**config.mk**
```make
export PLATFORM = sky130hd
export DESIGN_NAME = packbits_run_length_encoder
export DESIGN_NICKNAME = d
export VERILOG_FILES = /design/src/sv/pbrle_pkg.sv /design/src/sv/pbrle_pack.sv /design/src/sv/packbits_run_length_encoder.sv
export SDC_FILE = /design/constraint.sdc
export NUM_CORES = 2
export LEC_CHECK = 0
export BUFFER_PORTS_ARGS = -buffer_cell sky130_fd_sc_hd__buf_2
export CORE_MARGIN = 2
export CORE_UTILIZATION = 31
export DETAILED_ROUTE_END_ITERATION = 6
export PLACE_DENSITY = 0.56
export SLEW_MARGIN = 20
export SYNTH_ARGS = -nofsm -noshare
export SYNTH_HDL_FRONTEND = slang
export SYNTH_SLANG_ARGS = --single-unit
```
**constraint.sdc**
```tcl
create_clock -name clk -period 8.8 [get_ports clk]
set_clock_uncertainty 0.2 [all_clocks]
set_input_delay 0.88 -clock clk [delete_from_list [all_inputs] [get_ports clk]]
set_output_delay 0.88 -clock clk [all_outputs]
set_load 0.02 [all_outputs]
```
**src/sv/pbrle_pkg.sv**
```systemverilog
package pbrle_pkg;

  localparam int unsigned IN_TDATA_W  = 8;
  localparam int unsigned OUT_WORD_W  = 64;
  localparam int unsigned OUT_CNT_W   = 4;
  localparam int unsigned OUT_TDATA_W = 72;

  localparam logic [7:0] END_MARKER = 8'd128;
  localparam logic [8:0] RUN_BASE   = 9'd257;

  // One command from the encoder sequencer to the output packer.
  typedef struct packed {
    logic       push_byte;
    logic [7:0] byte_val;
    logic       end_group;
    logic       stream_done;
  } pack_cmd_t;

endpackage

```
**src/sv/pbrle_pack.sv**
```systemverilog
module pbrle_pack #(
  parameter int unsigned OUT_LANES = 8
) (
  input  logic                               clk,
  input  logic                               rst_n,
  input  pbrle_pkg::pack_cmd_t               cmd,
  output logic                               stall,
  output logic                               out_tvalid,
  input  logic                               out_tready,
  output logic [pbrle_pkg::OUT_TDATA_W-1:0]  out_tdata,  // out_word[63:0], byte_count[67:64]
  output logic                               out_tlast,  // last_of_group
  output logic                               out_tuser   // stream_done
);
  import pbrle_pkg::*;

  localparam int unsigned CW = $clog2(OUT_LANES + 1);
  localparam int unsigned WW = OUT_LANES * 8;

  logic [WW-1:0]         word_r, word_nxt;
  logic [CW-1:0]         cnt_r, cnt_nxt;
  logic                  out_valid_r, out_valid_nxt;
  logic [OUT_WORD_W-1:0] out_word_r;
  logic [OUT_CNT_W-1:0]  out_cnt_r;
  logic                  out_last_r, out_done_r;

  logic          push_full, push_end, push;
  logic [CW-1:0] sel;

  assign push_full = cmd.push_byte && (cnt_r == CW'(OUT_LANES));
  assign push_end  = cmd.end_group && (cnt_r != '0);
  assign push      = push_full || push_end;
  assign stall     = push && out_valid_r && !out_tready;
  assign sel       = push_full ? '0 : cnt_r;

  always_comb begin
    word_nxt      = word_r;
    cnt_nxt       = cnt_r;
    out_valid_nxt = out_valid_r;
    if (!stall) begin
      if (cmd.push_byte) begin
        if (push_full) begin
          word_nxt = '0;
        end
        for (int i = 0; i < OUT_LANES; i++) begin
          if (sel == CW'(i)) begin
            word_nxt[i*8 +: 8] = cmd.byte_val;
          end
        end
        cnt_nxt = sel + CW'(1);
      end else if (cmd.end_group) begin
        word_nxt = '0;
        cnt_nxt  = '0;
      end
      if (push) begin
        out_valid_nxt = 1'b1;
      end else if (out_tready) begin
        out_valid_nxt = 1'b0;
      end
    end
  end

  always_ff @(posedge clk) begin
    if (!rst_n) begin
      word_r      <= '0;
      cnt_r       <= '0;
      out_valid_r <= 1'b0;
    end else begin
      word_r      <= word_nxt;
      cnt_r       <= cnt_nxt;
      out_valid_r <= out_valid_nxt;
    end
  end

  always_ff @(posedge clk) begin
    if (push && !stall) begin
      out_word_r <= OUT_WORD_W'(word_r);
      out_cnt_r  <= OUT_CNT_W'(cnt_r);
      out_last_r <= push_end;
      out_done_r <= push_end && cmd.stream_done;
    end
  end

  assign out_tvalid = out_valid_r;
  assign out_tdata  = {(OUT_TDATA_W - OUT_WORD_W - OUT_CNT_W)'(0), out_cnt_r, out_word_r};
  assign out_tlast  = out_last_r;
  assign out_tuser  = out_done_r;

endmodule

```
**src/sv/packbits_run_length_encoder.sv**
```systemverilog
// PackBits encoder for a byte stream. Each input transfer carries one raw byte, with tlast on
// the final byte of a stream; each output transfer carries up to OUT_LANES encoded bytes
// (first byte in the lowest lane, count in tdata[67:64]), tlast on the last transfer caused by
// an input byte and tuser on the transfer that ends with the end marker 128. The block works
// on one byte at a time: each byte passes through the first, last and done states, plus a
// run header and run byte for each run it closes and a header and the data for each literal
// block it flushes; the last byte of a stream also flushes the buffer and sends the end
// marker. A single sequencer emits one encoded byte per cycle into the output packer and
// reads the literal buffer memory one entry per cycle while not stalled; a full output
// register that is not taken stalls it. The literal buffer needs no clearing after reset.
module packbits_run_length_encoder #(
  parameter int unsigned MAX_GROUP = 128,
  parameter int unsigned OUT_LANES = 8
) (
  input  logic                               clk,
  input  logic                               rst_n,
  input  logic                               in_tvalid,
  output logic                               in_tready,
  input  logic [pbrle_pkg::IN_TDATA_W-1:0]   in_tdata,   // data_byte[7:0]
  input  logic                               in_tlast,   // stream_last
  output logic                               out_tvalid,
  input  logic                               out_tready,
  output logic [pbrle_pkg::OUT_TDATA_W-1:0]  out_tdata,  // out_word[63:0], byte_count[67:64]
  output logic                               out_tlast,  // last_of_group
  output logic                               out_tuser   // stream_done
);
  import pbrle_pkg::*;

  localparam int unsigned AW  = $clog2(MAX_GROUP);
  localparam int unsigned RLW = $clog2(MAX_GROUP + 1);

  localparam logic [3:0] S_IDLE  = 4'd0;
  localparam logic [3:0] S_FIRST = 4'd1;
  localparam logic [3:0] S_LAST  = 4'd2;
  localparam logic [3:0] S_ENDFL = 4'd3;
  localparam logic [3:0] S_RUN_H = 4'd4;
  localparam logic [3:0] S_RUN_B = 4'd5;
  localparam logic [3:0] S_FL_H  = 4'd6;
  localparam logic [3:0] S_FL_D  = 4'd7;
  localparam logic [3:0] S_MARK  = 4'd8;
  localparam logic [3:0] S_DONE  = 4'd9;

  logic [3:0]     state_r, state_nxt;
  logic [3:0]     ret_r, ret_nxt;
  logic [7:0]     b_r, b_nxt;
  logic           last_r, last_nxt;
  logic [7:0]     pb_r, pb_nxt;
  logic           pv_r, pv_nxt;
  logic [RLW-1:0] rl_r, rl_nxt;
  logic [RLW-1:0] lc_r, lc_nxt;
  logic [AW-1:0]  idx_r, idx_nxt;
  logic [RLW-1:0] runlen_r, runlen_nxt;
  logic [7:0]     runbyte_r, runbyte_nxt;

  logic [7:0]     lit_mem [MAX_GROUP];
  logic [7:0]     mem_q;
  logic           lit_we;
  logic [AW-1:0]  rd_addr;

  pack_cmd_t cmd;
  logic      stall, adv, eq;

  assign adv       = !stall;
  assign in_tready = (state_r == S_IDLE);
  assign eq        = pv_r && (b_r == pb_r);

  always_comb begin
    state_nxt   = state_r;
    ret_nxt     = ret_r;
    b_nxt       = b_r;
    last_nxt    = last_r;
    pb_nxt      = pb_r;
    pv_nxt      = pv_r;
    rl_nxt      = rl_r;
    lc_nxt      = lc_r;
    idx_nxt     = idx_r;
    runlen_nxt  = runlen_r;
    runbyte_nxt = runbyte_r;
    lit_we      = 1'b0;
    cmd         = '0;
    unique case (state_r)
      S_IDLE: begin
        if (in_tvalid) begin
          b_nxt     = in_tdata[7:0];
          last_nxt  = in_tlast;
          state_nxt = S_FIRST;
        end
      end
      S_FIRST: begin
        if (eq) begin
          if (rl_r >= RLW'(MAX_GROUP)) begin
            // Full run: send it and keep the new byte as a held group of one.
            runlen_nxt  = rl_r;
            runbyte_nxt = pb_r;
            rl_nxt      = RLW'(1);
            ret_nxt     = S_LAST;
            state_nxt   = S_RUN_H;
          end else if (rl_r == RLW'(1)) begin
            rl_nxt    = RLW'(2);
            ret_nxt   = S_LAST;
            state_nxt = S_FL_H;
          end else begin
            rl_nxt    = rl_r + RLW'(1);
            state_nxt = S_LAST;
          end
        end else begin
          pb_nxt = b_r;
          pv_nxt = 1'b1;
          rl_nxt = RLW'(1);
          if (pv_r && rl_r >= RLW'(2)) begin
            runlen_nxt  = rl_r;
            runbyte_nxt = pb_r;
            ret_nxt     = S_LAST;
            state_nxt   = S_RUN_H;
          end else if (pv_r) begin
            lit_we = 1'b1;
            lc_nxt = lc_r + RLW'(1);
            if (lc_nxt == RLW'(MAX_GROUP)) begin
              ret_nxt   = S_LAST;
              state_nxt = S_FL_H;
            end else begin
              state_nxt = S_LAST;
            end
          end else begin
            state_nxt = S_LAST;
          end
        end
      end
      S_LAST: begin
        if (last_r) begin
          pv_nxt = 1'b0;
          rl_nxt = '0;
          if (rl_r >= RLW'(2)) begin
            runlen_nxt  = rl_r;
            runbyte_nxt = pb_r;
            ret_nxt     = S_ENDFL;
            state_nxt   = S_RUN_H;
          end else begin
            // The buffer cannot be full here, and it is flushed next anyway.
            lit_we    = 1'b1;
            lc_nxt    = lc_r + RLW'(1);
            state_nxt = S_ENDFL;
          end
        end else begin
          state_nxt = S_DONE;
        end
      end
      S_ENDFL: begin
        ret_nxt   = S_MARK;
        state_nxt = S_FL_H;
      end
      S_RUN_H: begin
        cmd.push_byte = 1'b1;
        cmd.byte_val  = 8'(RUN_BASE - 9'(runlen_r));
        state_nxt     = S_RUN_B;
      end
      S_RUN_B: begin
        cmd.push_byte = 1'b1;
        cmd.byte_val  = runbyte_r;
        state_nxt     = ret_r;
      end
      S_FL_H: begin
        if (lc_r == '0) begin
          state_nxt = ret_r;
        end else begin
          cmd.push_byte = 1'b1;
          cmd.byte_val  = 8'(lc_r - RLW'(1));
          idx_nxt       = '0;
          state_nxt     = S_FL_D;
        end
      end
      S_FL_D: begin
        cmd.push_byte = 1'b1;
        cmd.byte_val  = mem_q;
        if (RLW'(idx_r) + RLW'(1) == lc_r) begin
          lc_nxt    = '0;
          state_nxt = ret_r;
        end else begin
          idx_nxt = idx_r + AW'(1);
        end
      end
      S_MARK: begin
        cmd.push_byte = 1'b1;
        cmd.byte_val  = END_MARKER;
        state_nxt     = S_DONE;
      end
      S_DONE: begin
        cmd.end_group   = 1'b1;
        cmd.stream_done = last_r;
        state_nxt       = S_IDLE;
      end
      default: begin
        state_nxt = S_IDLE;
      end
    endcase
  end

  // Reads run one entry ahead of the byte being sent; a stall re-reads the current entry.
  always_comb begin
    if (state_r == S_FL_D) begin
      rd_addr = adv ? idx_r + AW'(1) : idx_r;
    end else begin
      rd_addr = '0;
    end
  end

  // Writes and reads never target the same cycle: the sequencer always writes the buffer
  // at least one state before it starts a flush.
  always_ff @(posedge clk) begin
    if (lit_we && adv) begin
      lit_mem[lc_r[AW-1:0]] <= pb_r;
    end
    mem_q <= lit_mem[rd_addr];
  end

  always_ff @(posedge clk) begin
    if (!rst_n) begin
      state_r <= S_IDLE;
      ret_r   <= S_IDLE;
      pv_r    <= 1'b0;
      pb_r    <= '0;
      rl_r    <= '0;
      lc_r    <= '0;
      idx_r   <= '0;
      last_r  <= 1'b0;
    end else if (adv) begin
      state_r <= state_nxt;
      ret_r   <= ret_nxt;
      pv_r    <= pv_nxt;
      pb_r    <= pb_nxt;
      rl_r    <= rl_nxt;
      lc_r    <= lc_nxt;
      idx_r   <= idx_nxt;
      last_r  <= last_nxt;
    end
  end

  always_ff @(posedge clk) begin
    if (adv) begin
      b_r       <= b_nxt;
      runlen_r  <= runlen_nxt;
      runbyte_r <= runbyte_nxt;
    end
  end

  pbrle_pack #(
    .OUT_LANES (OUT_LANES)
  ) u_pack (
    .clk        (clk),
    .rst_n      (rst_n),
    .cmd        (cmd),
    .stall      (stall),
    .out_tvalid (out_tvalid),
    .out_tready (out_tready),
    .out_tdata  (out_tdata),
    .out_tlast  (out_tlast),
    .out_tuser  (out_tuser)
  );

  a_idle_buf_not_full: assert property (@(posedge clk) disable iff (!rst_n)
    (state_r == S_IDLE) |-> (lc_r < RLW'(MAX_GROUP)))
    else $error("literal buffer left full between bytes");

  a_idle_run_range: assert property (@(posedge clk) disable iff (!rst_n)
    (state_r == S_IDLE && pv_r) |-> (rl_r != '0 && rl_r <= RLW'(MAX_GROUP)))
    else $error("held run length out of range");

  a_flush_nonempty: assert property (@(posedge clk) disable iff (!rst_n)
    (state_r == S_FL_D) |-> (lc_r != '0 && RLW'(idx_r) < lc_r))
    else $error("literal flush past buffer fill");

  a_write_in_range: assert property (@(posedge clk) disable iff (!rst_n)
    (lit_we && adv) |-> (lc_r < RLW'(MAX_GROUP)))
    else $error("literal write beyond buffer");

  a_stream_end_clears: assert property (@(posedge clk) disable iff (!rst_n)
    (state_r == S_DONE && last_r && adv) |=> (!pv_r && lc_r == '0))
    else $error("state not cleared at end of stream");

endmodule

```
* Word-level counts from Yosys, hierarchy flattened
Memory sizes are Yosys's and may differ from the RTL's. A register that Yosys moved wholly into a read port is not among the register bits.
Index checks and enable logic that the tools add are counted.
** Word-level totals
- Bits in registers :: 204
- Bits in latches :: 0
- Bits in writable memories :: 1024
- Bits in read-only memories :: 0
- Memories kept :: 1
** Memories
- lit_mem :: depth 128, width 8, read ports 1, clocked after Yosys merged registers in 1, write ports 1, RTL line packbits_run_length_encoder.sv:55 : logic [7:0] lit_mem [MAX_GROUP];
** Cells by class
- Add/subtract/negate cells :: 7
- Multipliers :: 0
- Div/mod/pow operators :: 0
- Magnitude comparators :: 2
- Eq/ne operators :: 44
- Shift-type cells :: 0
- Muxes and demuxes :: 80
- Bitwise operators :: 2
- Reduce and logical (&&, ||, !) cells :: 41
** Operator list (count)
- $mux W8 :: 28
- $mux W64 :: 3
- $mux W4 :: 18
- $pmux W8 S2 :: 3
- $pmux W9 S5 :: 1
- $pmux W4 S9 :: 1
- $reduce_and A3 Y1 :: 12
- $eq A4 B3 Y1 const B :: 8
- $ne A3 B3 Y1 const B :: 10
- $mux W7 :: 4
- $pmux W8 S3 :: 1
- $ne A2 B2 Y1 const B :: 10
- $add A8 B1 Y8 const B :: 2
- $eq A4 B2 Y1 const B :: 4
- $eq A8 B8 Y1 :: 2
- $pmux W7 S2 :: 1
- $eq A4 B4 Y1 const B :: 3
- $mux W3 :: 4
- $ne A4 B4 Y1 const B :: 3
- $pmux W4 S3 :: 1
- $mux W1 :: 11
- $logic_and A1 B1 Y1 :: 9
- $mux W9 :: 1
- $add A7 B1 Y8 const B :: 1
- 24 further kinds :: 35

* Longest topological paths before layout
- Depth after elaboration :: 11
- Gate-level depth with buffers :: 19
- Mapped depth without buffers :: 12

* Hierarchy
Synthesis repeated with hierarchy kept, for this count alone.
** Second synthesis, totals
- Cell total of the unflattened synthesis :: 3603
- Area, all modules :: 49775.2 µm²
** By module, submodules not included
- packbits_run_length_encoder :: times used 1, cells each 3262, area an instance 44986.9 µm², sequential area each 32431.1 µm²
- pbrle_pack :: times used 1, cells each 341, area an instance 4788.3 µm², sequential area each 3483.3 µm²

* Worst setup path before layout
No wires, ideal clock.
- Path type :: reg-to-reg
- Start point :: register lc_r[0]
- End point :: register u_pack.out_cnt_r[0] (enable)
- Library setup time :: 521 ps
- Arrival time :: 5624 ps
- Slack :: 2454 ps
- Stages on the path, launching flop included :: 11
- Path buffers :: 2
- Period minus slack after synthesis :: 6346 ps
- Path through :: dfxtp_1 clkbuf_1 inv_1 ha_1 or4b_4 nor3_1 or3_1 clkbuf_1 o211ai_1 nand3_1 a21oi_1
** Between the ends
- Longest elaborated chain between the ends :: 9
** RTL lines
- start, declared :: RTL line packbits_run_length_encoder.sv:50 : logic [RLW-1:0] lc_r, lc_nxt;
- start signal, assigned :: RTL line packbits_run_length_encoder.sv:232 : lc_r <= lc_nxt;
- $logic_not A8 Y1 (*) :: RTL line packbits_run_length_encoder.sv:163 : if (lc_r == '0) begin
- $mux W9 (*) :: RTL line packbits_run_length_encoder.sv:163
- $pmux W9 S5 (*) :: RTL line packbits_run_length_encoder.sv:81 : unique case (state_r)
- $logic_and A1 B1 Y1 (*) :: RTL line pbrle_pack.sv:29 : assign push_full = cmd.push_byte && (cnt_r == CW'(OUT_LANES));
- $logic_or A1 B1 Y1 (*) :: RTL line pbrle_pack.sv:31 : assign push = push_full || push_end;
- $logic_and A1 B1 Y1 (2 in a row) :: RTL line pbrle_pack.sv:32 : assign stall = push && out_valid_r && !out_tready;
- $logic_not A1 Y1
- $logic_and A1 B1 Y1 (*) :: RTL line pbrle_pack.sv:75 : if (push && !stall) begin
- end signal, assigned :: RTL line pbrle_pack.sv:77 : out_cnt_r <= OUT_CNT_W'(cnt_r);
- end, declared :: RTL line pbrle_pack.sv:23 : logic [OUT_CNT_W-1:0] out_cnt_r;
Every way passes the cells marked *; elsewhere a longest branch is shown, timed or not.
A chain may end at the register's enable or synchronous reset.

* Final worst setup path
- Start point :: register state_r[1]
- End point :: register mem_q[0], read port of lit_mem
** Between the ends
- Longest elaborated chain between the ends :: 8
** RTL lines
- start, declared :: RTL line packbits_run_length_encoder.sv:43 : logic [3:0] state_r, state_nxt;
- start signal, assigned :: RTL line packbits_run_length_encoder.sv:227 : state_r <= state_nxt;
- $eq A4 B4 Y1 (tied with other cells) :: RTL line packbits_run_length_encoder.sv:81
- $pmux W9 S5 or $mux W2 (tied branches) :: RTL line packbits_run_length_encoder.sv:81
- $logic_and A1 B1 Y1 (on tied branches) :: RTL line pbrle_pack.sv:29, pbrle_pack.sv:30
- $logic_or A1 B1 Y1 :: RTL line pbrle_pack.sv:31
- $logic_and A1 B1 Y1 (2 in a row) :: RTL line pbrle_pack.sv:32
- $mux W7 :: RTL line packbits_run_length_encoder.sv:201 : rd_addr = adv ? idx_r + AW'(1) : idx_r;
- $mux W7 (*) :: RTL line packbits_run_length_encoder.sv:200 : if (state_r == S_FL_D) begin
- end, declared :: RTL line packbits_run_length_encoder.sv:56 : logic [7:0] mem_q;
Marks and branches as above.

==> impl_results.md <==
* Outcome: finished clean
* Static Leak at around 0.019 uW
* Most used DFF post-synth: edfxtp_1
* Die Ht at approximately 400 um
* Area after DPL at 51800 um^2
* Number of synthesized flops with an enable pin at 1118
* Number of placement rows at 146
* Via count at 31165
* Clk slew on worst S/H paths at 0.06 ns
* CTS sink cnt at 1235
* Post-synth top cells: 1118 x edfxtp_1, 805 x nand2_1, 280 x nor2_1
* I/O pin cnt at 89
* Slew headroom at 0.262
* Fillers at 15149
* Yosys reg bits at 1235
* Root Driver: clkbuf_16
* Peak supply drop at 0.000161 V
* CORE AREA at 158000 um^2
* Fin crit period at 6.02 ns
* Ys async rst share at 0
* Area of the mapped netlist at roughly 49000 um^2
* Slew at the pin closest to its max-slew limit at 1.10 ns
* DP HPWL at 83.7 mm
* Antenna violations before repair at 7
* Routed vias/inst at 5.27
* CP Max Fanout at 29
* Vias in the first global route at 29483
* Crit share post-route at 0.684
* Maximum clock insertion buffer count at 3
* DR WL/cell at 23.8 um
* Setup Viol. Count Final at 0
* Synth Instances at around 3700
* Most numerous cell in the Yosys netlist: edfxtp_1
* Drt pass-1 iters at 7
* Max-slew violation count at 0
* Cts repair resizes at 0
* RePlAce Congestion at 0.864
* Area contributors post-synth: edfxtp_1 68%, nand2_1 6.1%, dfxtp_1 4.8%, nand3_1 2.5%, mux2i_1 2.4%
* Final non-filler cell total at 5917
* Placed insts at 5691
* Layout cells sized above 1 at 0.0962
* Post-CTS setup buffer count at 0
* Final hold violations at 0
* Largest area contributor in the netlist: edfxtp_1
* Drc violations at 0
* H-tree depth at 3
* RSZ-0062 raised after global routing: false
* Area grow syn2layout at 13.0%
* All-layer global routing usage at 0.170
* DIE AREA at 162000 um^2
* Reg2reg setup slack at 2.78 ns
* Total negative setup slack at 0 ns
* Post-route ant nets at 0
* CTS tree: built
* HP Start: in_tdata[2]
* Chip width at 403 um
* Sequential share of the synthesized area at 0.729
* Crit path max-delay cell type: dfxtp_1
* Crit path DAT at 6.51 ns
* Fmax at 166 MHz
* Hold Crit Class: in -> reg
* Hold path cells at 1
* Yosys top cell area share at 0.682
* Final Util at 0.352
* CP peak stage delay at 0.96 ns
* R2r endpoint: mem_q[0]
* WP data required at 9.29 ns
* Pwr Density at 244 nW/um^2
* Max Cap Violations at 0
* CTS Hold Bufs at 0
* Number of buffers added on ports at 84
* # nets final at 3768
* Antenna cell count at 0
* Synth cell types at 88
* 1st-iter DRT viols at 3349
* Register-to-Register Path Depth at 9
* Power Total at 13600 uW
* Critical path's most frequent cell: nand4_1
* GRT overflow at 0
* Starting density of the core at 0.312
* Clk_lat worst skew at 0.74 ns
* Worst hold endpoint: b_r[2]
* First-pass GRT wire length at 206 mm
* Pin count of the biggest net entering global routing at 155
* Crit path cell chain: nor4bb_2 -> mux2_2 -> a2111oi_0 -> a311o_1 -> nand2_1 -> nor2_1 -> nand4_1 -> nand4_1 -> or4_1
* Final Cell Area at 55600 um^2
* Detailed Route WL at 141 mm
* FF-to-FF Start: state_r[1]
* Synth Warn # at 0
* Crit Path Class: reg -> reg
* Post-Syn Area per Cell at ~13 um^2
* CP Launch Type: register
* CP endpoint kind: register
* Cts bufs inserted at 120
==> per-stage QoR <==
step / hold slack (ns) / setup slack, ns
floorplan: 0.209 / 2.45
global placement: 0.213 / 2.64
detailed placement: 0.217 / 2.81
CTS: 0.0595 / 2.77
global route: 0.0969 / 2.65
finish: 0.119 / 2.78
==> critical path: cells and delay by family, from the launching register on <==
family	cells	cell delay, ns
compound gates	2	1.66
flops	1	0.96
mux	1	0.42
simple gates	6	2.67
==> cell families (layout without fill, tap and decap cells) <==
family	count (synthesis)	count (layout)	share of synthesized area
AO/OA/AOI/OAI	470	470	0.0693
other	1	4	0.0000761
flip-flops	1235	1235	0.729
XOR/XNOR	41	41	0.00744
multiplexers	133	133	0.0284
AND/OR/NAND/NOR	1562	1562	0.138
adder cells (fa/ha/maj)	13	13	0.00330
buffers and inverters	246	387	0.0241
==> registers in the layout, summed over array words and instances (netlist names), 3 cells and up <==
signal             count
u_pack.cnt_r           4
lit_mem             1024
mem_q                  8
state_r                4
u_pack.out_word_r     64
u_pack.word_r         64
b_r                    8
pb_r                   8
u_pack.out_cnt_r       4
runlen_r               8
rl_r                   8
ret_r                  3
idx_r                  7
lc_r                   8
runbyte_r              8
==> area by class of cell <==
cell class                 instances  area [um^2]  area share
sequential                      1235        35900       0.646
multi-input combinational       2223        12300       0.221
clock buffer                     156         3220      0.0579
tap                             2072         2590      0.0466
timing repair buffer             142          943      0.0170
clock inverter                    69          594      0.0107
inverter                          20         75.1     0.00135
==> per-layer routing <==
layer  global-route usage  wire length [um]
met2                0.269             65200
met3               0.0308             11300
met1                0.238             60700
met4               0.0510              3610
met5                    0                72
==> power by group <==
part / leakage, uW / total [uW] / internal (uW) / switching, uW
Sequential: 0.0114 / 7280 / 6930 / 354
Clock: 0.00187 / 5040 / 2830 / 2200
Combinational: 0.00560 / 1260 / 294 / 966
Total: 0.0189 / 13600 / 10100 / 3520
==> placed cells by master (no fill, tap or decap), drive strengths merged, types with 7 or more instances in the layout <==
cell | Yosys | final
edfxtp | 1118 | 1118
nand2 | 806 | 806
nor2 | 281 | 281
nand3 | 249 | 249
clkbuf | 94 | 156
buf | 132 | 142
mux2i | 122 | 122
dfxtp | 117 | 117
a32oi | 92 | 92
a21oi | 89 | 89
a22oi | 81 | 81
nand4 | 71 | 71
clkinv | 0 | 52
a31oi | 50 | 50
o21ai | 40 | 40
xnor2 | 30 | 30
nor3 | 28 | 28
and3 | 25 | 25
inv | 20 | 25
a221oi | 20 | 20
and2 | 19 | 19
nor2b | 14 | 14
or3 | 14 | 14
ha | 13 | 13
xor2 | 11 | 11
mux2 | 11 | 11
nor4 | 11 | 11
nand2b | 9 | 9
a32o | 9 | 9
or4 | 9 | 9
bufinv | 0 | 9
o211ai | 9 | 9
o2111ai | 8 | 8
or2 | 8 | 8
o22ai | 7 | 7
==> worst max-delay path by stage <==
stage	start	end	slack [ns]	cells after the start
after global placement	state_r[0]	mem_q[6]	2.64	11
final	state_r[1]	mem_q[0]	2.78	9
after floorplan	lc_r[0]	u_pack.out_cnt_r[0]	2.45	10
after global routing	state_r[1]	mem_q[2]	2.65	11
after CTS	state_r[0]	mem_q[2]	2.77	11
after detailed placement	state_r[0]	mem_q[2]	2.81	11
No activity file was read; power rests on OpenSTA's default activity.
